## config.mk

```make
export PLATFORM = sky130hd
export DESIGN_NAME = ldwh_ram
export DESIGN_NICKNAME = d
export VERILOG_FILES = /design/src/rtl/ldwh_ram.sv
export SDC_FILE = /design/constraint.sdc
export NUM_CORES = 2
export LEC_CHECK = 0
export ABC_AREA = 0
export BUFFER_PORTS_ARGS = -buffer_cell sky130_fd_sc_hd__buf_2
export CORE_ASPECT_RATIO = 0.8
export CORE_MARGIN = 2
export CORE_UTILIZATION = 50
export DETAILED_ROUTE_END_ITERATION = 10
export GPL_TIMING_DRIVEN = 0
export PLACE_DENSITY = 0.68
export SYNTH_ARGS = -nofsm -noshare
export SYNTH_HDL_FRONTEND = slang
export SYNTH_SLANG_ARGS = --single-unit
```

## constraint.sdc

```tcl
create_clock -name clk -period 4.4 [get_ports clk]
set_clock_uncertainty 0.1 [all_clocks]
set_input_delay 1.32 -clock clk [delete_from_list [all_inputs] [get_ports clk]]
set_output_delay 1.32 -clock clk [all_outputs]
set_load 0.01 [all_outputs]
```

## src/rtl/ldwh_ram.sv

```systemverilog
// single-write, single-read synchronous memory with registered read data
module ldwh_ram #(
  parameter int WIDTH = 32,
  parameter int DEPTH = 64,
  parameter int AW    = $clog2(DEPTH)
) (
  input  logic             clk,
  input  logic             we,
  input  logic [AW-1:0]    waddr,
  input  logic [WIDTH-1:0] wdata,
  input  logic             re,
  input  logic [AW-1:0]    raddr,
  output logic [WIDTH-1:0] rdata
);

  logic [WIDTH-1:0] mem [DEPTH];

  always_ff @(posedge clk) begin
    if (we) begin
      mem[waddr] <= wdata;
    end
  end

  always_ff @(posedge clk) begin
    if (re) begin
      rdata <= mem[raddr];
    end
  end

endmodule

```

# [After elaboration in Yosys (flattened, before gate mapping)]
# Memories as Yosys holds them, arrays and structs flattened. A register that Yosys moved wholly into a read port is not among the register bits.
# Index checks and enable logic that the tools add are counted.
[op_classes] n_mux=2
[ops] operator="$mux W1" n=2
[totals] reg_bits=0 ramBits=2048 input_bits=47 output_inout_bits=32 word_cells=3 mem_count=1
[mem_list] memory="mem" words=64 width=32 rd=1 rd_ports_with_merged_regs=1 write_ports=1 line="16" source="logic [WIDTH-1:0] mem [DEPTH];"

# [Longest topological paths before layout]
[logic_depth] ltp_word=2 mapped_depth=10 ltp_nobuf=5

# [Least setup slack after synthesis]
# OpenSTA, ideal clock, no wires.
[synth_path] kind="input to register" startpoint="input waddr[3]" endpoint="memory mem[48][0], enable pin" setup_time_ns=0.461 t_arrival_ns=4.019 t_required_ns=3.839 slack_ns=-0.180 cell_stages=4 n_path_buf=1 path_cell_list="clkbuf_1 nor2b_1 nand4b_1 nor3_1"
[synth_rtl] item="from (decl)" line="9" source="input logic [AW-1:0] waddr,"
[synth_rtl] item="to (decl)" line="16"
# Straight into the memory's write port.

==> run metrics <==
status complete, but fails checks; failing checks max-capacitance violations, max-slew violations, negative setup slack; Layout area overhead 14.3%; CP top delay family buffers and inverters; Clock Tree Root clkbuf_16; Layout Nets roughly 3700; slack of the worst reg-to-reg path between 1500 and 2000 ps; post-synthesis cell area 78800 µm²; Largest stage delay, worst path 930 ps; DR vias 39808; post-synth cell types 33; Worst Setup End Kind flip-flop; Post-Synthesis Cells 3324; Worst VDD drop 0.355 mV; die area 161000 µm²; Critical path origin raddr[1]; crit path buf inv count 3; Starting Density 0.503; WP data arrival 4960 ps; WL final 229000 µm; P_leak about 28 nW; clk_lat worst skew between 800 and 900 ps; P per Cell Area 447 nW/µm²; Clk pin slew, worst setup/hold paths 60 ps; R2R Path Start mem[30][18]; Total GRT Usage 0.287; CP Launch Type primary input; initial antenna violation count 18; drt first pass iters 6; synth top area cells edfxtp_1 79%, mux4_2 16%, mux2i_1 1.2%; CTS H-tree lvls 4; multi-input logic area 16000 µm²; DIE HEIGHT 359 µm; routability congestion estimate 0.936; final hold viol count 0; CTS Buffer Depth 3; Post-route DRC 0; CTS sink count 2080; grt ovf 0; Net Sw Power 0.00880 W; WL/cell slightly below 40 µm; final worst slack -122 ps; Yosys top cell area share 0.792; antenna-violating nets left 0; PortBufs 70; Ys Warns 0; worst rel slew slack -0.0468; final worst path period need 4520 ps; Slowest-stage cell, CP clkbuf_1; # setup viols final 7; Reg2Reg Depth 4; actual slew at the worst max-slew pin approximately 1600 ps; via-per-instance ratio 6.70; max-slew violations 11; Detailed Place HPWL 146000 µm; first-pass GRT wire length 313000 µm; switching share of power 0.218; sequential share of power 0.546; Storage cell area between 60000 and 70000 µm²; Util after Layout 0.575; P_int 0.0315 W; period utilization 1.03; Die Width 448 µm; FF+latch count, synth 2080; largest net degree at the start of global routing 65; syn nets 3371; layout cells sized above 1 0.295; Comb pwr share 0.058; maximum clock frequency 221 MHz; num rows 130; syn_area_per_cell 23.7 µm²; number of global-route vias before repair 37752; Hold Startpoint wdata[24]; total CTS buffers between 150 and 200; hold crit path type primary input to flip-flop; clock network power share 0.396; Max Cap Violations 1; TritonCTS clock tree built; Final Cell Area between 90000 and 100000 µm²; 1st-iter DRT viols 7843; critical setup path kind primary input to flip-flop; crit path cell chain buf_2 > clkbuf_1 > clkbuf_1 > mux4_2 > mux4_2 > o22ai_1 > nor2_1; Fill cells approximately 11000; Seq/Total Area, Yosys 0.792; Max FO, Critical Path 10; Placed Area 84000 µm²; worst path required time 4830 ps; Core ar. about 160000 µm²; area leader, netlist edfxtp_1; WHS Endpoint mem[60][24]; pre-CTS setup slack -1360 ps; end of the worst register-to-register path rdata[18]; Ports a little under 80; total power 0.0403 W; worst hold stages 1
[how the worst max path moves through the flow]
| stage | end | slack, ps | cells after the start |
|---|---|---|---|
| final | rdata[9] | -120 | 7 |
| after global routing | rdata[2] | -20 | 7 |
| after CTS | rdata[2] | 2 | 7 |
| after detailed placement | rdata[15] | -1360 | 9 |
| after global placement | mem[37][21] | -2110 | 4 |
| after floorplan | mem[39][0] | 330 | 4 |
[sequential cells by signal, summed over array words and instances (netlist names)]
| register | flops |
|---|---|
| rdata | 32 |
| mem | 2048 |
[through the flow]
step	std cells	hold WS, ps	TNS [ps]
floorplan	3324	650	0
CTS	5934	903	0
finish	5944	857	-480
global route	5940	846	-16.2
global placement	5506	880	-3490080
detailed placement	5584	894	-23970
[placed cells by master (no fill, tap or decap), drive strengths merged, types with 5 or more instances in the layout]
cell type and count:
edfxtp 2080, mux4 544, clkbuf 323, buf 256
nor2 137, mux2i 93, o22ai 84, clkinv 83
a21oi 62, o221ai 27, nand2 26, nor2b 15
a22oi 12, bufinv 10, a311oi 8, nand2b 8
nor3 7, diode 6, nand3b 5, nand3 5
inv 5, or3b 5
[metal layers]
layer / vias to the layer above / routed length [µm] / global-route usage
met5: - / 37 / 0
met4: 6 / 9010 / 0.0995
met3: 445 / 33900 / 0.0887
met2: 3223 / 101000 / 0.410
met1: 21119 / 84900 / 0.422
li1: 15015 / - / -
[cell usage after synthesis]
library cell and n:
buf_1 21, a311oi_1 8, nor2_1 137, edfxtp_1 2080, nand2_1 26, nand3b_1 5, or2_0 1, nand3_1 5
o22ai_1 84, or3b_1 2, or2_1 1, nor2b_1 15, o32ai_1 4, and3_1 4, mux4_2 544, nand2b_1 8
a21oi_1 62, buf_2 57, nand4b_1 1, buf_4 25, clkbuf_1 74, a41o_1 4, mux2i_1 93, a22oi_1 12
nand4_1 2, or3b_2 3, buf_6 5, or3_1 3, or2_2 1, a31oi_1 1, o221ai_1 27, and2_1 2
nor3_1 7
[timing repair]
action,4_1_cts,5_1_grt
resized for setup,20,13
hold buffers,0,0
pin swaps,0,1
endpoints found under the setup margin,13,10
setup buffers,0,2
[worst reg2reg max path, cell delays in order, from the launching register on]
cell      delay, ps
edfxtp_1        370
mux4_2          460
mux4_2          580
o22ai_1         640
nor2_1          300
[cells by family (layout without fill, tap and decap cells)]
family,Yosys count,in the layout,synth area share
simple gates,223,223,0.0126
other cells,0,6,0
mux,637,637,0.167
compound gates,202,202,0.0167
flops,2080,2080,0.792
buf+inv,182,684,0.0112
[cell type report]
class                           instances  share of cell area
Timing Repair Buffer                  153              0.0241
Tap cell                             2112              0.0293
Antenna cell                            6            0.000167
Sequential cell                      2080               0.693
Clock buffer                          249              0.0569
Multi-Input combinational cell       1062               0.178
Clock inverter                        102             0.00846
Buffer                                180              0.0102
[power groups by stage]
| stage | sequential [W] | clock [W] | combinational [W] |
|---|---|---|---|
| final | 0.0220 | 0.0160 | 0.00232 |
| after detailed placement | 0.0225 | 0 | 0.00225 |
| after global routing | 0.0220 | 0.0168 | 0.00238 |
| after floorplan | 0.0224 | 0 | 0.00107 |
| after global placement | 0.0225 | 0 | 0.00217 |
| after CTS | 0.0220 | 0.0160 | 0.00226 |
(Power assumes the default switching activity.)
