==> config.mk <==
export PLATFORM = sky130hd
export DESIGN_NAME = ldwh_outbuf
export DESIGN_NICKNAME = d
export VERILOG_FILES = /design/src/rtl/ldwh_pkg.sv /design/src/rtl/ldwh_outbuf.sv
export SDC_FILE = /design/constraint.sdc
export NUM_CORES = 1
export LEC_CHECK = 0
export BUFFER_PORTS_ARGS = -buffer_cell sky130_fd_sc_hd__buf_4
export CELL_PAD_IN_SITES_DETAIL_PLACEMENT = 0
export CELL_PAD_IN_SITES_GLOBAL_PLACEMENT = 2
export CORE_MARGIN = 4
export CORE_UTILIZATION = 41
export CTS_CLUSTER_DIAMETER = 120
export CTS_CLUSTER_SIZE = 24
export DETAILED_ROUTE_END_ITERATION = 10
export PLACE_DENSITY_LB_ADDON = 0.05
export SYNTH_ARGS = -nofsm -noshare
export SYNTH_HDL_FRONTEND = slang
export SYNTH_SLANG_ARGS = --single-unit
==> constraint.sdc <==
create_clock -name clk -period 5.6 [get_ports clk]
set_input_delay 1.4 -clock clk [delete_from_list [all_inputs] [get_ports clk]]
set_output_delay 1.4 -clock clk [all_outputs]
set_load 0.005 [all_outputs]
==> src/rtl/ldwh_pkg.sv <==
// shared types, constants and helpers for the letter/digram histogram
package ldwh_pkg;

  localparam int ALPHA      = 26;
  localparam int CNT_W      = 32;
  localparam int LET_W      = $clog2(ALPHA);
  localparam int ADDR_W     = 10;
  localparam int BYTE_W     = 8;
  localparam int MODE_W     = 2;

  // memory 0: digrams then word end counts
  localparam int DIG_DEPTH  = ALPHA * ALPHA;
  localparam int M0_DEPTH   = DIG_DEPTH + ALPHA;
  localparam int M0_AW      = $clog2(M0_DEPTH);
  // memory 1: letter counts then word start counts
  localparam int M1_DEPTH   = 2 * ALPHA;
  localparam int M1_AW      = $clog2(M1_DEPTH);

  // read address map
  localparam int LET_BASE   = DIG_DEPTH;
  localparam int START_BASE = LET_BASE + ALPHA;
  localparam int END_BASE   = START_BASE + ALPHA;
  localparam int TOT_BASE   = END_BASE + ALPHA;
  localparam int MAP_END    = TOT_BASE + 3;

  localparam int IN_W       = 24;
  localparam int RES_W      = ADDR_W + CNT_W;
  localparam int OUT_W      = 48;

  localparam logic [BYTE_W-1:0] CHAR_UA = 8'h41;
  localparam logic [BYTE_W-1:0] CHAR_UZ = 8'h5A;
  localparam logic [BYTE_W-1:0] CHAR_LA = 8'h61;
  localparam logic [BYTE_W-1:0] CHAR_LZ = 8'h7A;

  typedef enum logic [MODE_W-1:0] {
    MODE_TEXT    = 2'd0,
    MODE_NEWFILE = 2'd1,
    MODE_READ    = 2'd2,
    MODE_NONE    = 2'd3
  } mode_t;

  typedef enum logic [1:0] {
    SRC_M0,
    SRC_M1,
    SRC_CONST
  } src_t;

  typedef enum logic [1:0] {
    TOT_LETTERS = 2'd0,
    TOT_WORDS   = 2'd1,
    TOT_DIGRAMS = 2'd2,
    TOT_NONE    = 2'd3
  } tot_t;

  typedef struct packed {
    logic              m0_we;
    logic [M0_AW-1:0]  m0_addr;
    logic              m1_we;
    logic [M1_AW-1:0]  m1_addr;
    logic              is_read;
    src_t              src;
    logic [ADDR_W-1:0] echo;
    logic [CNT_W-1:0]  cval;
  } op_t;

  function automatic logic [CNT_W-1:0] sat_inc(input logic [CNT_W-1:0] c);
    sat_inc = (c == {CNT_W{1'b1}}) ? c : c + CNT_W'(1);
  endfunction

endpackage

==> src/rtl/ldwh_outbuf.sv <==
// two-entry result buffer: output register plus skid stage
module ldwh_outbuf (
  input  logic                       clk,
  input  logic                       rst_n,
  input  logic                       push,
  input  logic [ldwh_pkg::RES_W-1:0] push_data,
  output logic                       full,
  output logic                       out_tvalid,
  input  logic                       out_tready,
  output logic [ldwh_pkg::RES_W-1:0] out_data
);

  logic                       out_v_r, out_v_nxt;
  logic                       skid_v_r, skid_v_nxt;
  logic [ldwh_pkg::RES_W-1:0] out_d_r, out_d_nxt;
  logic [ldwh_pkg::RES_W-1:0] skid_d_r, skid_d_nxt;
  logic                       pop;

  assign pop        = out_v_r & out_tready;
  assign full       = skid_v_r;
  assign out_tvalid = out_v_r;
  assign out_data   = out_d_r;

  always_comb begin
    out_v_nxt  = out_v_r;
    skid_v_nxt = skid_v_r;
    out_d_nxt  = out_d_r;
    skid_d_nxt = skid_d_r;
    if (pop) begin
      if (skid_v_r) begin
        out_d_nxt  = skid_d_r;
        skid_v_nxt = push;
        skid_d_nxt = push_data;
      end else begin
        out_v_nxt = push;
        out_d_nxt = push_data;
      end
    end else if (push) begin
      if (!out_v_r) begin
        out_v_nxt = 1'b1;
        out_d_nxt = push_data;
      end else begin
        skid_v_nxt = 1'b1;
        skid_d_nxt = push_data;
      end
    end
  end

  always_ff @(posedge clk) begin
    if (!rst_n) begin
      out_v_r  <= 1'b0;
      skid_v_r <= 1'b0;
    end else begin
      out_v_r  <= out_v_nxt;
      skid_v_r <= skid_v_nxt;
    end
  end

  always_ff @(posedge clk) begin
    out_d_r  <= out_d_nxt;
    skid_d_r <= skid_d_nxt;
  end

endmodule

Word level (Yosys, flattened, before mapping)
Index checks and enable logic that the tools add are counted.
{ "op_classes": {"eq_ne": 3, "muxes": 15, "bitwise_logic": 1, "n_reduce_logical": 6} }
{ "op_table": {"columns": ["op", "count"], "rows": [
  ["$mux 42", 8],
  ["$mux 1", 7],
  ["$reduce_and 2->1", 3],
  ["$ne 2x2->1 const B", 2],
  ["$reduce_bool 2->1", 2],
  ["$reduce_and 3->1", 1],
  ["$ne 2x1->1 const B", 1],
  ["$and 1x1->1", 1]
]} }
{ "word_totals": {"register_bits": 86, "output_inout_bits": 44, "wordCells": 29} }

Depth between registers and ports, before layout
{ "logic_depth": {"word_depth": 3, "depth_mapped": 3} }

Least setup slack after synthesis
OpenSTA, ideal clock, no wires.
{ "synth_path": {"path_kind": "in2reg", "startpoint": "input out_tready", "endpoint": "register skid_d_r[0] (netlist bit), enable pin", "setup_ns": 0.446, "arrival_ns": 3.407, "required_ns": 5.154, "slack_ns": 1.746, "stages": 2, "path_cell_list": "mux2i_1 nor2b_1"} }
{ "synth_between": {"elab_chain_len": 3} }
{ "synth_lines": {"columns": ["item", "line", "source"], "rows": [
  ["start: declaration", "ldwh_outbuf.sv:9", "input logic out_tready,"],
  ["$and 1x1->1 (*)", "ldwh_outbuf.sv:19", "assign pop = out_v_r & out_tready;"],
  ["$ne 2x2->1 (no line) / $reduce_bool 2->1 (equally long branches)", null, null],
  ["$reduce_and 3->1 (no line) (*)", null, null],
  ["end signal: assignment", "ldwh_outbuf.sv:61", "skid_d_r <= skid_d_nxt;"],
  ["end: declaration", "ldwh_outbuf.sv:16", "logic [ldwh_pkg::RES_W-1:0] skid_d_r, skid_d_nxt;"]
]} }
Mark *: on every way between the ends. The rest lies on a longest branch, timed or not.
A chain may end at the register's enable or synchronous reset.

Worst setup path after layout
{ "layout_path": {"startpoint": "input out_tready", "endpoint": "register skid_d_r[34] (netlist bit), enable pin"} }
Same word-level chain as after synthesis.

==> summary by stage <==
Floorplanning
The die footprint is 9600 sq um. The die boundary width is 98.0 microns. The floorplan has 32 rows.

For this design the top-level I/O count stands at 90. The floorplan step set the die height to 98.0 microns. For this configuration, the core starts out at a cell density of 0.425. The placeable core area is 7810 sq um.

Setup path
The data arrival time of the critical path is 2650 ps. The slack of the worst reg-to-reg path is 3610 ps. The signal on the critical path passes through buf_4, mux2i_1, nor2b_4. For this run, the slowest stage of the critical path takes 940 ps. The cell family contributing the most delay on the critical path is simple AND/OR/NAND/NOR gates. Measured in cells, the most critical reg-to-reg path has a length of 2. The maximum fanout count along the critical path is 42. STA classifies the critical path endpoint as a flip-flop. The worst register-to-register path ends at out_data[35]. The critical path runs through a total of 3 cells. The buffer and inverter count on the worst path is 1. The termination of the worst setup path is skid_d_r[34]. The category of the critical setup timing path is input pin to flip-flop. In this run the critical register-to-register path is launched from out_tvalid. The startpoint of the worst setup timing path is out_tready. At the worst endpoint, the required time is 5560 ps. The slowest stage of the critical path belongs to the cell nor2b_4. STA classifies the critical path startpoint as an input pin.

Status
The flow ran to the end, and the final reports show no timing, DRC or antenna violations.

Timing
The worst-case headroom to the max-slew limit is 0.207. In the final timing run, aggregate negative setup slack is 0 ps. Final hold analysis gives a worst-case slack of 548 ps. The minimum clock period is 2690 ps. The actual transition at the worst max-transition pin is 1190 ps. The final cycle utilization of the critical path is 0.480. The worst clock skew is 7.89 ps. The final-report hold violation count is 0.

Setup repair after global routing left no endpoint under its margin. The top achievable clock speed is 0.372 GHz. The max-slew violation total from the final report is 0. The total of endpoints with negative setup slack in the final report is 0.

Clocking
The number of setup buffers added after CTS is 0. The clock net in this run drives a total of 86 sinks. The TritonCTS clock tree is built. The tree is rooted in a clkbuf_8. The H-tree was split into 3 levels. The number of cells upsized or downsized after cts is 0. The clock transition at the registers of the reported paths is 80 ps. In this run, CTS created clock tree buffers numbering 9. The maximum root-to-sink buffer count is 2. The number of buffers inserted for hold repair after clock tree synthesis is 0. At the later pin of the worst-skew pair, clock insertion delay measures 340 ps.

Finish
The number of nets at the end of the flow is 285. The area growth from synthesis to layout is 28.2%. The layout has 634 filler cells. The share of the core filled with cells is 0.545. Summing all non-filler instances in the final layout gives an area of 4260 sq um. The fraction of layout instances using a drive strength above 1 is 0.605. The final standard cell count with taps included and fillers excluded is 345. The number of antenna diodes in the final layout is 0.

Synth
The register bit total from synthesis is 86. The netlist uses 13 different library cells. The share of synthesized area in the top cell type comes to 0.760. For this run, the register share of the synthesized area comes to 0.772. The average footprint of a synthesized cell is 23.2 sq um. Synthesis produced a netlist whose cell count is 143. Counting every net in the synthesized netlist gives 189. The area of the mapped netlist is 3320 sq um. The number of warnings reported in the yosys synthesis log is 0.

After synthesis, the cell types taking the most area are edfxtp_1 76%, mux2_4 18%, buf_6 1.4%. The synthesized design spends more area on one cell type than any other, namely edfxtp_1.

Routing
Dividing the detail-routed wire length by the instance count gives 16.3 microns. The via count is 1603. The via count normalized by instance count is 4.65.

The count of unresolved DRC violations after routing is 0. The detailed-router iteration count before antenna repair is 4. Once detail routing completed, the nets flagged for antenna violations numbered 0.

The detailed router finished its first iteration with 38 violations. The total routed wirelength is 5.64 mm.

Power and ir drop
The total power per unit cell area is 299 nW/um^2. The static leakage power is 0.00175 uW. Of the total power, the share spent switching nets is 0.201.

Internal power comes to 1020 uW. Across the VDD grid, the largest voltage drop is 0.115 mV. The net switching power figure is 257 uW.

The share of total power dissipated in the clock network is 0.317. Of the total power, combinational logic draws 0.090. The portion of total power attributed to sequential cells is 0.593.

Global route
The number of antenna violations at the first check in global routing is 0. The global router's overall resource usage is 0.122. The global-route wire length before repair is 8.85 mm. The number of global-route vias before repair is 1707. The remaining global-route overflow is 0. Entering global routing, the biggest net connects 43 pins.

Job
The tool flagged a number of max-cap violations equal to 0.

Place
Including well taps, the total number of placed cells is 330. The number of port buffers is 89. At the end of routability-driven placement, the weighted congestion stood at 0.761. The post-placement cell area is 4080 sq um.

Min path
The kind of path behind the tightest hold check is flip-flop to flip-flop.
[kinds of logic after synthesis]
family                 after synthesis  share of synthesized area
DFF                                 86                      0.772
muxes                               44                      0.194
and+or+nand+nor                      6                     0.0151
buffers and inverters                4                     0.0136
AOI/OAI and AO/OA                    3                    0.00565
[per-layer routing]
layer  part of all wire  global-route usage  up-vias
li1                   -                   -      757
met1               0.41               0.145      774
met2               0.49               0.193       60
met3              0.084              0.0514       12
met4              0.020              0.0575        0
met5                  0                   0        -
[synthesized netlist by cell type (all sizes together)]
master   instances
nand3            1
edfxtp          84
and2             1
o2bb2ai          1
or2b             1
a21oi            2
nand2b           1
mux2            43
mux2i            1
buf              4
dfxtp            2
nor2b            2
[stage by stage]
stage	worst slack, ps	total power, uW
global route	2830	1330
global placement	2580	884
floorplan	1750	814
detailed placement	2490	889
CTS	2860	1290
finish	2910	1270
[how the worst min path moves through the flow]
stage | cells past startpoint | startpoint | to
floorplan | 1 | skid_d_r[0] | out_data[0]
CTS | 1 | skid_d_r[32] | out_data[32]
detailed placement | 1 | skid_d_r[33] | out_data[33]
global placement | 1 | skid_d_r[18] | out_data[18]
finish | 1 | skid_d_r[32] | out_data[32]
global route | 1 | skid_d_r[33] | out_data[33]
[sequential cells by signal, summed over array words and instances (netlist names)]
name        count
skid_d_r       42
out_data       42
full            1
out_tvalid      1
[power groups by stage]
| stage | clock network [uW] | registers [uW] | logic [uW] |
|---|---|---|---|
| 3_5_place_dp | 0 | 772 | 118 |
| 6_report | 404 | 757 | 115 |
| 2_1_floorplan | 0 | 773 | 41.6 |
| 5_1_grt | 447 | 760 | 125 |
| 4_1_cts | 416 | 757 | 118 |
| 3_3_place_gp | 0 | 770 | 114 |
[layout make-up]
| class | instances | area (sq um) | share of cell area |
|---|---|---|---|
| repair buffers | 89 | 668 | 0.157 |
| multi-input cells | 53 | 721 | 0.169 |
| clock buffers | 10 | 128 | 0.0300 |
| flip-flops and latches | 86 | 2560 | 0.602 |
| clock inverters | 5 | 51.3 | 0.0120 |
| well taps | 102 | 128 | 0.0300 |
[worst reg2reg max path, delay by kind of cell, from the launching register on]
family,cells,cell delay (ps)
simple gates,1,690
mux,1,570
flops,1,490
[placed cells by master (no fill, tap or decap)]
cell        Yosys  layout
clkinv_2        0       2
clkbuf_8        0       9
clkinvlp_4      0       1
nand3_4         1       1
mux2i_1         1       1
mux2_4         40      40
nor2b_4         0       1
nand2b_1        1       1
bufinv_16       0       1
nor2b_1         2       1
buf_4           0      89
o2bb2ai_1       1       1
edfxtp_1       84      84
mux2_2          3       3
clkinv_1        0       1
dfxtp_1         2       2
and2_1          1       1
clkbuf_1        0       1
a21oi_1         2       2
or2b_1          1       1
No activity file was read; power rests on OpenSTA's default activity.
