<file path="src/rtl/ldwh_pkg.sv">
// shared types, constants and helpers for the letter/digram histogram
package ldwh_pkg;

  localparam int ALPHA      = 26;
  localparam int CNT_W      = 32;
  localparam int LET_W      = $clog2(ALPHA);
  localparam int ADDR_W     = 10;
  localparam int BYTE_W     = 8;
  localparam int MODE_W     = 2;

  // memory 0: digrams then word end counts
  localparam int DIG_DEPTH  = ALPHA * ALPHA;
  localparam int M0_DEPTH   = DIG_DEPTH + ALPHA;
  localparam int M0_AW      = $clog2(M0_DEPTH);
  // memory 1: letter counts then word start counts
  localparam int M1_DEPTH   = 2 * ALPHA;
  localparam int M1_AW      = $clog2(M1_DEPTH);

  // read address map
  localparam int LET_BASE   = DIG_DEPTH;
  localparam int START_BASE = LET_BASE + ALPHA;
  localparam int END_BASE   = START_BASE + ALPHA;
  localparam int TOT_BASE   = END_BASE + ALPHA;
  localparam int MAP_END    = TOT_BASE + 3;

  localparam int IN_W       = 24;
  localparam int RES_W      = ADDR_W + CNT_W;
  localparam int OUT_W      = 48;

  localparam logic [BYTE_W-1:0] CHAR_UA = 8'h41;
  localparam logic [BYTE_W-1:0] CHAR_UZ = 8'h5A;
  localparam logic [BYTE_W-1:0] CHAR_LA = 8'h61;
  localparam logic [BYTE_W-1:0] CHAR_LZ = 8'h7A;

  typedef enum logic [MODE_W-1:0] {
    MODE_TEXT    = 2'd0,
    MODE_NEWFILE = 2'd1,
    MODE_READ    = 2'd2,
    MODE_NONE    = 2'd3
  } mode_t;

  typedef enum logic [1:0] {
    SRC_M0,
    SRC_M1,
    SRC_CONST
  } src_t;

  typedef enum logic [1:0] {
    TOT_LETTERS = 2'd0,
    TOT_WORDS   = 2'd1,
    TOT_DIGRAMS = 2'd2,
    TOT_NONE    = 2'd3
  } tot_t;

  typedef struct packed {
    logic              m0_we;
    logic [M0_AW-1:0]  m0_addr;
    logic              m1_we;
    logic [M1_AW-1:0]  m1_addr;
    logic              is_read;
    src_t              src;
    logic [ADDR_W-1:0] echo;
    logic [CNT_W-1:0]  cval;
  } op_t;

  function automatic logic [CNT_W-1:0] sat_inc(input logic [CNT_W-1:0] c);
    sat_inc = (c == {CNT_W{1'b1}}) ? c : c + CNT_W'(1);
  endfunction

endpackage

</file>
<file path="src/rtl/ldwh_track.sv">
// word tracking, grand totals and per-beat memory operation decode
module ldwh_track (
  input  logic                        clk,
  input  logic                        rst_n,
  input  logic                        accept,
  input  logic [ldwh_pkg::MODE_W-1:0] mode,
  input  logic [ldwh_pkg::BYTE_W-1:0] byte_value,
  input  logic [ldwh_pkg::ADDR_W-1:0] read_address,
  output ldwh_pkg::op_t               op
);

  logic [ldwh_pkg::LET_W-1:0] prev_r, prev_nxt;
  logic [ldwh_pkg::LET_W-1:0] first_r, first_nxt;
  logic [ldwh_pkg::LET_W-1:0] final_r, final_nxt;
  logic                       inside_r, inside_nxt;
  logic                       have_last_r, have_last_nxt;
  logic [ldwh_pkg::CNT_W-1:0] tot_let_r, tot_let_nxt;
  logic [ldwh_pkg::CNT_W-1:0] tot_word_r, tot_word_nxt;
  logic [ldwh_pkg::CNT_W-1:0] tot_dig_r, tot_dig_nxt;

  logic                       is_letter;
  logic [ldwh_pkg::LET_W-1:0] idx;
  logic [ldwh_pkg::LET_W-1:0] dig_hi;
  ldwh_pkg::tot_t             tsel;

  // letter decode, case folded
  always_comb begin
    is_letter = 1'b0;
    idx       = '0;
    priority if (byte_value >= ldwh_pkg::CHAR_UA && byte_value <= ldwh_pkg::CHAR_UZ) begin
      is_letter = 1'b1;
      idx       = ldwh_pkg::LET_W'(byte_value - ldwh_pkg::CHAR_UA);
    end else if (byte_value >= ldwh_pkg::CHAR_LA && byte_value <= ldwh_pkg::CHAR_LZ) begin
      is_letter = 1'b1;
      idx       = ldwh_pkg::LET_W'(byte_value - ldwh_pkg::CHAR_LA);
    end else begin
      is_letter = 1'b0;
    end
  end

  assign dig_hi = inside_r ? prev_r : final_r;
  assign tsel   = ldwh_pkg::tot_t'(2'(read_address - ldwh_pkg::ADDR_W'(ldwh_pkg::TOT_BASE)));

  always_comb begin
    prev_nxt      = prev_r;
    first_nxt     = first_r;
    final_nxt     = final_r;
    inside_nxt    = inside_r;
    have_last_nxt = have_last_r;
    tot_let_nxt   = tot_let_r;
    tot_word_nxt  = tot_word_r;
    tot_dig_nxt   = tot_dig_r;
    op            = '0;
    op.src        = ldwh_pkg::SRC_CONST;
    op.echo       = read_address;
    unique case (ldwh_pkg::mode_t'(mode))
      ldwh_pkg::MODE_TEXT: begin
        if (is_letter) begin
          // digram with the previous letter, or across the word gap
          op.m0_we   = inside_r | have_last_r;
          op.m0_addr = ldwh_pkg::M0_AW'(dig_hi) * ldwh_pkg::M0_AW'(ldwh_pkg::ALPHA)
                       + ldwh_pkg::M0_AW'(idx);
          op.m1_we   = 1'b1;
          op.m1_addr = ldwh_pkg::M1_AW'(idx);
          if (inside_r | have_last_r) begin
            tot_dig_nxt = ldwh_pkg::sat_inc(tot_dig_r);
          end
          tot_let_nxt = ldwh_pkg::sat_inc(tot_let_r);
          if (!inside_r) begin
            first_nxt = idx;
          end
          prev_nxt   = idx;
          inside_nxt = 1'b1;
        end else if (inside_r) begin
          // separator closes the word: end count in memory 0, start in memory 1
          op.m0_we      = 1'b1;
          op.m0_addr    = ldwh_pkg::M0_AW'(ldwh_pkg::DIG_DEPTH) + ldwh_pkg::M0_AW'(prev_r);
          op.m1_we      = 1'b1;
          op.m1_addr    = ldwh_pkg::M1_AW'(ldwh_pkg::ALPHA) + ldwh_pkg::M1_AW'(first_r);
          tot_word_nxt  = ldwh_pkg::sat_inc(tot_word_r);
          final_nxt     = prev_r;
          have_last_nxt = 1'b1;
          inside_nxt    = 1'b0;
        end
      end
      ldwh_pkg::MODE_NEWFILE: begin
        prev_nxt      = '0;
        first_nxt     = '0;
        final_nxt     = '0;
        inside_nxt    = 1'b0;
        have_last_nxt = 1'b0;
      end
      ldwh_pkg::MODE_READ: begin
        op.is_read = 1'b1;
        priority if (read_address < ldwh_pkg::ADDR_W'(ldwh_pkg::DIG_DEPTH)) begin
          op.src     = ldwh_pkg::SRC_M0;
          op.m0_addr = ldwh_pkg::M0_AW'(read_address);
        end else if (read_address < ldwh_pkg::ADDR_W'(ldwh_pkg::END_BASE)) begin
          // letters and starts sit back to back in memory 1
          op.src     = ldwh_pkg::SRC_M1;
          op.m1_addr = ldwh_pkg::M1_AW'(read_address - ldwh_pkg::ADDR_W'(ldwh_pkg::LET_BASE));
        end else if (read_address < ldwh_pkg::ADDR_W'(ldwh_pkg::TOT_BASE)) begin
          op.src     = ldwh_pkg::SRC_M0;
          op.m0_addr = ldwh_pkg::M0_AW'(read_address
                       - ldwh_pkg::ADDR_W'(ldwh_pkg::END_BASE - ldwh_pkg::DIG_DEPTH));
        end else if (read_address < ldwh_pkg::ADDR_W'(ldwh_pkg::MAP_END)) begin
          unique case (tsel)
            ldwh_pkg::TOT_LETTERS: op.cval = tot_let_r;
            ldwh_pkg::TOT_WORDS:   op.cval = tot_word_r;
            ldwh_pkg::TOT_DIGRAMS: op.cval = tot_dig_r;
            default:               op.cval = '0;
          endcase
        end else begin
          op.cval = '0;
        end
      end
      default: begin
      end
    endcase
  end

  always_ff @(posedge clk) begin
    if (!rst_n) begin
      prev_r      <= '0;
      first_r     <= '0;
      final_r     <= '0;
      inside_r    <= 1'b0;
      have_last_r <= 1'b0;
      tot_let_r   <= '0;
      tot_word_r  <= '0;
      tot_dig_r   <= '0;
    end else if (accept) begin
      prev_r      <= prev_nxt;
      first_r     <= first_nxt;
      final_r     <= final_nxt;
      inside_r    <= inside_nxt;
      have_last_r <= have_last_nxt;
      tot_let_r   <= tot_let_nxt;
      tot_word_r  <= tot_word_nxt;
      tot_dig_r   <= tot_dig_nxt;
    end
  end

endmodule

</file>
<file path="config.mk">
export PLATFORM = sky130hd
export DESIGN_NAME = ldwh_track
export DESIGN_NICKNAME = d
export VERILOG_FILES = /design/src/rtl/ldwh_pkg.sv /design/src/rtl/ldwh_track.sv
export SDC_FILE = /design/constraint.sdc
export NUM_CORES = 1
export LEC_CHECK = 0
export BUFFER_PORTS_ARGS = -buffer_cell sky130_fd_sc_hd__clkbuf_2
export CELL_PAD_IN_SITES_DETAIL_PLACEMENT = 0
export CELL_PAD_IN_SITES_GLOBAL_PLACEMENT = 2
export CORE_ASPECT_RATIO = 0.7
export CORE_MARGIN = 2
export CORE_UTILIZATION = 30
export DETAILED_ROUTE_END_ITERATION = 10
export HOLD_SLACK_MARGIN = 0.15
export PLACE_DENSITY_LB_ADDON = 0.08
export SETUP_SLACK_MARGIN = 0.3
export SYNTH_ARGS = -nofsm -noshare
export SYNTH_HDL_FRONTEND = slang
export SYNTH_SLANG_ARGS = --single-unit
export TNS_END_PERCENT = 30
</file>
<file path="constraint.sdc">
create_clock -name clk -period 6.7 [get_ports clk]
set_input_delay 0.335 -clock clk [delete_from_list [all_inputs] [get_ports clk]]
set_output_delay 0.335 -clock clk [all_outputs]
set_load 0.03 [all_outputs]
</file>
Yosys cells after proc, flatten, opt, wreduce, memory -nomap -nowiden

Index checks and enable logic that the tools add are counted.

Bits in registers: 113
Output and inout port bits: 63
Word-level logic and storage cells: 95

Add/subtract/negate cells: 11
Multipliers: 1
$lt $le $gt $ge: 8
Eq/ne operators: 11
Multiplexer cells: 38
Bitwise gates (word level): 5
Reduce and logical (&&, ||, !) cells: 13

Operators with widths:

| cell                                                                   | count |
|---|---|
| 32-bit two-way mux                                                     | 5 |
| 32-bit by 1-bit adder with 32-bit output (second input constant)       | 3 |
| 32-bit == test (second input constant)                                 | 3 |
| 32-bit one-hot mux with 3 select lines                                 | 1 |
| 10-bit less-than comparator (second input constant)                    | 4 |
| 18-bit two-way mux                                                     | 2 |
| 5-bit two-way mux                                                      | 7 |
| 10-bit two-way mux                                                     | 3 |
| 5-bit one-hot mux with 2 select lines                                  | 3 |
| 10-bit one-hot mux with 2 select lines                                 | 1 |
| 8-bit by 7-bit >= comparator with 1-bit output (second input constant) | 2 |
| 8-bit by 7-bit <= comparator with 1-bit output (second input constant) | 2 |
| 6-bit two-way mux                                                      | 2 |
| 6-bit one-hot mux with 2 select lines                                  | 1 |
| 4-bit AND reduction                                                    | 3 |
| 10-bit by 5-bit adder with 10-bit output                               | 1 |
| 10-bit by 5-bit adder with 10-bit output (first input constant)        | 1 |
| 5-bit AND reduction                                                    | 2 |
| 10-bit by 6-bit subtractor with 10-bit output (second input constant)  | 1 |
| 5-bit by 1-bit subtractor with 5-bit output (second input constant)    | 2 |
| 5-bit by 4-bit multiplier with 9-bit output (second input constant)    | 1 |
| 2-bit != test (second input constant)                                  | 4 |
| 1-bit two-way mux                                                      | 7 |
| 5-bit by 5-bit adder with 6-bit output (first input constant)          | 1 |
| 14 further kinds                                                       | 25 |

Logic depth before layout (Yosys ltp)

Gate-level depths: netlist of run 1.

Word-level depth: 8
Gate-level depth with buffers: 16
Gate-level depth less buffers: 14

Worst setup path after synthesis of run 1

No wires, ideal clock.

Path kind: reg2out
Start: reg inside_r
End: out op[61] in the netlist's numbering
Arrival: 3.867 ns
Slack: 2.498 ns
Cell stages (with the launch flop): 12
Path buffers: 1
Path through: dfxtp_1 -> clkbuf_1 -> mux2_2 -> ha_1 -> fa_1 -> fa_1 -> a211oi_1 -> o22ai_1 -> nor4_1 -> xnor3_1 -> o21ai_0 -> nand2_1

RTL lines:

| item                   | RTL line          | source |
|---|---|---|
| start, declared        | ldwh_track.sv:15  | `logic inside_r, inside_nxt;` |
| start signal, assigned | ldwh_track.sv:136 | `inside_r <= inside_nxt;` |
| end, declared          | ldwh_track.sv:9   | `output ldwh_pkg::op_t op` |

==> results of run 1 <==
==> cell families (layout without fill, tap and decap cells) <==
kind of cell,after synthesis,in the layout,synth area share
simple gates,481,481,0.3131
compound gates,192,192,0.1537
flops,113,113,0.2868
buf+inv,84,152,0.04806
xor+xnor,63,63,0.07170
mux,57,57,0.07297
fa+ha+maj,32,32,0.05362
==> layout make-up <==
| class | count | area share |
|---|---|---|
| multi-input cells | 825 | 0.5728 |
| flip-flops and latches | 113 | 0.2468 |
| repair buffers | 95 | 0.05461 |
| clock buffers | 21 | 0.05024 |
| well taps | 331 | 0.04519 |
| clock inverters | 11 | 0.02007 |
| inverters | 25 | 0.01024 |
==> metal layers <==
metal	share of wire	up-vias
met3	0.051	15
met5	0	-
li1	-	3805
met1	0.59	3615
met4	0.0059	0
met2	0.36	177
==> worst max path at each step <==
stage	cells past startpoint	end	start	slack, ns
6_report	11	op[61]	inside_r	1.70
5_1_grt	11	op[61]	inside_r	1.37
4_1_cts	11	op[61]	inside_r	1.72
3_5_place_dp	11	op[61]	inside_r	2.17
3_3_place_gp	11	op[61]	inside_r	2.24
2_1_floorplan	11	op[61]	inside_r	2.50
==> sequential cells by signal, indices dropped and copies added (netlist names) <==
register	count
final_r	5
first_r	5
have_last_r	1
inside_r	1
prev_r	5
tot_dig_r	32
tot_let_r	32
tot_word_r	32
==> stage by stage <==
step	hold WS, ns	total power [mW]	util
final	0.3593	1.842	0.3559
after global routing	0.3824	1.904	0.3559
after CTS	0.3358	1.862	0.3559
after detailed placement	0.4550	0.8407	0.3309
after global placement	0.4523	0.8423	0.3309
after floorplan	0.4362	0.7915	-
==> cells in the final DEF, fill, tap and decap left out, types with 6 or more instances in the layout <==
master,instances
nor2_1,153
dfxtp_1,113
clkbuf_2,85
nand2_1,80
a21oi_1,77
mux2i_1,53
xnor2_1,52
nand3_1,50
nor3_1,39
o21ai_0,32
ha_1,29
nand4_1,26
inv_1,24
nor4_1,20
nand2b_1,18
clkbuf_16,17
and3_1,16
or3_1,15
and4_1,13
or4_1,13
o31ai_1,12
xor2_1,10
a211oi_1,10
buf_4,10
nor4b_1,8
a22o_1,7
o211ai_1,6
==> worst min-delay path: stages <==
cell	delay (ns)
clkbuf_2	0.15
nor3_1	0.10
nand3_1	0.08
o21ai_0	0.07
==> power by group through the flow <==
| stage | Combinational, mW | Sequential (mW) | Clock (mW) |
|---|---|---|---|
| finish | 0.150 | 0.677 | 1.01 |
| detailed placement | 0.150 | 0.691 | 0 |
| global route | 0.162 | 0.677 | 1.07 |
| global placement | 0.151 | 0.691 | 0 |
| CTS | 0.150 | 0.677 | 1.04 |
| floorplan | 0.102 | 0.689 | 0 |
==> results.tsv, run 1 <==
metric	value	unit
dp_cells	1389	
crit_buf_inv	1	
slew_headroom	0.2802	
status	finished, final reports clean	
syn-num-nets	1077	
async_reset_ff_frac	0	
crit_chain	mux2_2, ha_1, fa_1, fa_1, a211oi_1, o22ai_1, nor4_1, xnor3_1, o21ai_0, nand2_1, clkbuf_2	
grt.met3_usage	0.04653	
met2_usage	0.2454	
worst_slack	1.702	ns
top_usage_layer	met1	
fin_crit_sh	0.7459	
initial_core_util	0.3063	
arrival	4.66	ns
fillers	2770	
r2r_setup_slack	3.90	ns
fin_tns_setup	0	ns
yosysMostFrequentCell	nor2_1	
yosysSeqAreaShare	0.2868	
ant_nets	0	
worstHoldEndpoint	first_r[0]	
port_buffers	85	
critPathMaxStageDelay	0.68	ns
hold_class	input pin to flop	
area_growth	16.20	%
crit_path_start_kind	flop	
synth_cell_type_count	73	
r2r_end	tot_word_r[10]	
switching_share	0.2450	
r2r_start	tot_word_r[0]	
rsz0062_at_grt	false	
clockBufferDepth	2	
die_x	197.8	um
clock_latency	0.43	ns
skew	0.009772	ns
finalMaxSlewViolations	0	
ys_ff_latch	113	
row_count	49	
cpLargestDelayFamily	adder cells	
post-route-cell-area	9165	um2
cts_buffers	17	
synth.cells.most_frequent	153 x nor2_1, 113 x dfxtp_1, 80 x nand2_1	
fin_crit	4.998	ns
p_leak	3.392	nW
die_area	27630	um2
clock-root-buffer	clkbuf_16	
worstHoldPathCells	4	
synth_edf_count	0	
coreArea	25750	um2
drt-initial-drc-count	618	
via_count	7612	
postCtsSetupRepairBufs	0	
gr-total-overflow	0	
yosysTopAreaCell	dfxtp_1	
pwr-share-comb	0.082	
avgRoutedWirePerCell	19.65	um
path_clk_slew	0.06	ns
rr_worst_depth	7	
critPathKind	flop to output pin	
cp_max_fo	15	
cpMostUsedCell	fa_1	
fmax	0.2001	GHz
syn_avg_cell_area	7.718	um2
first_global_vias	7071	
netlist.area_leader.share	0.2868	
routed_wl	27920	um
share_seq_of_total_power	0.368	
ios	86	
worst_ep_required_time	6.36	ns
grt_pass1_wl	43290	um
grt_max_degree	45	
cts-htree-levels	4	
ctsHoldBuffers	0	
fin_nets	1132	
grt_util_met1	0.3512	
drive_gt1_frac	0.1376	
worst_pin_slew	1.072	ns
net-switching-power	0.4512	mW
yosys-top-cells-area	dfxtp_1 29%, nor2_1 7.3%, mux2i_1 6.7%, xnor2_1 5.8%, a21oi_1 4.9%	
finalSetupViolCount	0	
multi_input_area	5250	um2
cts_tree	built	
fp.dieH	139.7	um
power_frac_clock	0.551	
dp_hpwl	20880	um
grt_use_total	0.2056	
final_cells	1421	
vias_per_cell	5.357	
powerDensity	200.9	nW/um2
synth-main-ff-cell	dfxtp_1	
pre_cts_slack	2.169	ns
cts_resized	0	
syn_area	7888	um2
seq_area	2262	um2
clock-sinks	113	
place_area	8521	um2
drc	0	
crit_path_end_kind	output pin	
internal-power	1.390	mW
ys_warn_count	0	
antenna_cells	0	
synthCells	1022	
ir_drop	0.0001622	V
drtPass1Iterations	5	
gp_congestion	0.8322	
antenna_found_initial	0	
drv_cap	0	
min-delay-start	byte_value[0]	
hold_viol_final	0	
slowest_stage	dfxtp_1	
Power figures use the tool's default switching activity.
==> run 2, diff against run 1 <==
==> constraint.sdc (replaced) <==
create_clock -name clk -period 4.5 [get_ports clk]
set_input_delay 0.225 -clock clk [delete_from_list [all_inputs] [get_ports clk]]
set_output_delay 0.225 -clock clk [all_outputs]
set_load 0.03 [all_outputs]
==> results.tsv, run 2 (same netlist as run 1, synthesis figures left out) <==
metric	value	unit
switching_share	0.2471	
critPathKind	flop to output pin	
area_growth	17.50	%
wl_met1	16420	um
drtPass1Iterations	5	
finalSetupViolCount	0	
ctsHoldBuffers	0	
worst_slack	0.4801	ns
highest_layer	met4	
cpLargestDelayFamily	adder cells	
slowest_stage	dfxtp_4	
share_seq_of_total_power	0.366	
powerDensity	297.0	nW/um2
arrival	3.79	ns
finalMaxSlewViolations	0	
clock-sinks	113	
path_clk_slew	0.06	ns
die_area	27630	um2
die_x	197.8	um
via_count	7712	
fin_nets	1140	
grt_max_degree	44	
layout_commonest_cell	nor2_1	
clock_latency	0.43	ns
coreArea	25750	um2
avgRoutedWirePerCell	19.56	um
pwr-share-comb	0.084	
worstHoldEndpoint	have_last_r	
p_leak	3.423	nW
final_cells	1428	
fmax	0.2488	GHz
place_area	8551	um2
fin_crit_sh	0.8933	
port_buffers	85	
hold_class	input pin to flop	
drv_cap	0	
rr_worst_depth	7	
crit_path_start_kind	flop	
layout_common_cells	153 x nor2_1, 112 x dfxtp_1, 84 x clkbuf_2	
skew	0.008402	ns
dp_cells	1393	
cp_max_fo	7	
power_frac_clock	0.550	
crit_chain	mux2_2, ha_1, fa_1, ha_1, a211oi_2, buf_4, buf_4, o21ba_2, nor4_2, xnor3_1, o21ai_2, nand2_1, buf_2	
holdWs	0.2798	ns
first_global_vias	6943	
fillers	2690	
slew_headroom	0.2011	
grt_use_total	0.2044	
fin_util	0.3599	
clock-root-buffer	clkbuf_16	
net-switching-power	0.6802	mW
worst_pin_slew	1.189	ns
post-route-cell-area	9268	um2
internal-power	2.072	mW
clockBufferDepth	2	
routed_wl	27930	um
antenna_cells	0	
drc	0	
drt-initial-drc-count	545	
wl_met3	1247	um
r2r_start	tot_word_r[0]	
antenna_found_initial	0	
gr-total-overflow	0	
fin_crit	4.020	ns
critPathMaxStageDelay	0.40	ns
ir_drop	0.0002597	V
row_count	49	
dp_hpwl	21070	um
fin_tns_setup	0	ns
grt_pass1_wl	43050	um
rsz0062_at_grt	false	
hold_viol_final	0	
status	finished, final reports clean	
wl_met2	10090	um
r2r_setup_slack	1.74	ns
pre_cts_slack	0.2319	ns
crit_path_end_kind	output pin	
ant_nets	0	
cts_buffers	17	
crit_buf_inv	3	
cts-htree-levels	4	
gp_congestion	0.8034	
fp.dieH	139.7	um
ios	86	
cts_tree	built	
vias_per_cell	5.401	
worst_ep_required_time	4.28	ns
totalPowerFinal	2.752	mW
r2r_end	tot_word_r[10]	
initial_core_util	0.3063	
top_regs	tot_dig_r x32, tot_let_r x32, tot_word_r x32	
drive_gt1_frac	0.1504	
min-delay-start	mode[0]	
worstHoldPathCells	2	
-- run 2: metal layers --
metal / global-route usage / vias up
met3: 0.03199 / 14
li1: - / 3812
met2: 0.2483 / 190
met4: 0.03957 / 0
met1: 0.3539 / 3696
met5: 0 / -
-- run 2: cell type report --
class / instances / area, um2 / area share
well taps: 331 / 414.1 / 0.04469
flip-flops and latches: 113 / 2266 / 0.2445
clock buffers: 21 / 460.4 / 0.04968
multi-input cells: 825 / 5290 / 0.5708
clock inverters: 10 / 182.7 / 0.01971
repair buffers: 103 / 560.5 / 0.06048
inverters: 25 / 93.84 / 0.01013
-- run 2: power groups by stage --
stage / Clock (mW) / Combinational [mW] / Sequential (mW)
6_report: 1.51 / 0.231 / 1.01
5_1_grt: 1.58 / 0.249 / 1.01
4_1_cts: 1.54 / 0.230 / 1.01
3_5_place_dp: 0 / 0.229 / 1.03
3_3_place_gp: 0 / 0.233 / 1.03
2_1_floorplan: 0 / 0.152 / 1.03
-- run 2: worst max-delay path by stage --
| stage | cells past startpoint | slack (ns) | start | to |
|---|---|---|---|---|
| floorplan | 11 | 0.41 | inside_r | op[61] |
| global placement | 11 | 0.30 | inside_r | op[61] |
| detailed placement | 11 | 0.23 | inside_r | op[61] |
| CTS | 11 | 0.33 | inside_r | op[61] |
| global route | 13 | 0.32 | inside_r | op[61] |
| finish | 13 | 0.48 | inside_r | op[61] |
-- run 2: what timing repair did --
item | in CTS | in global routing
setup buffers | 1 | 3
resized for setup | 7 | 6
endpoints found under the setup margin | 3 | 2
pin swaps | 2 | 5
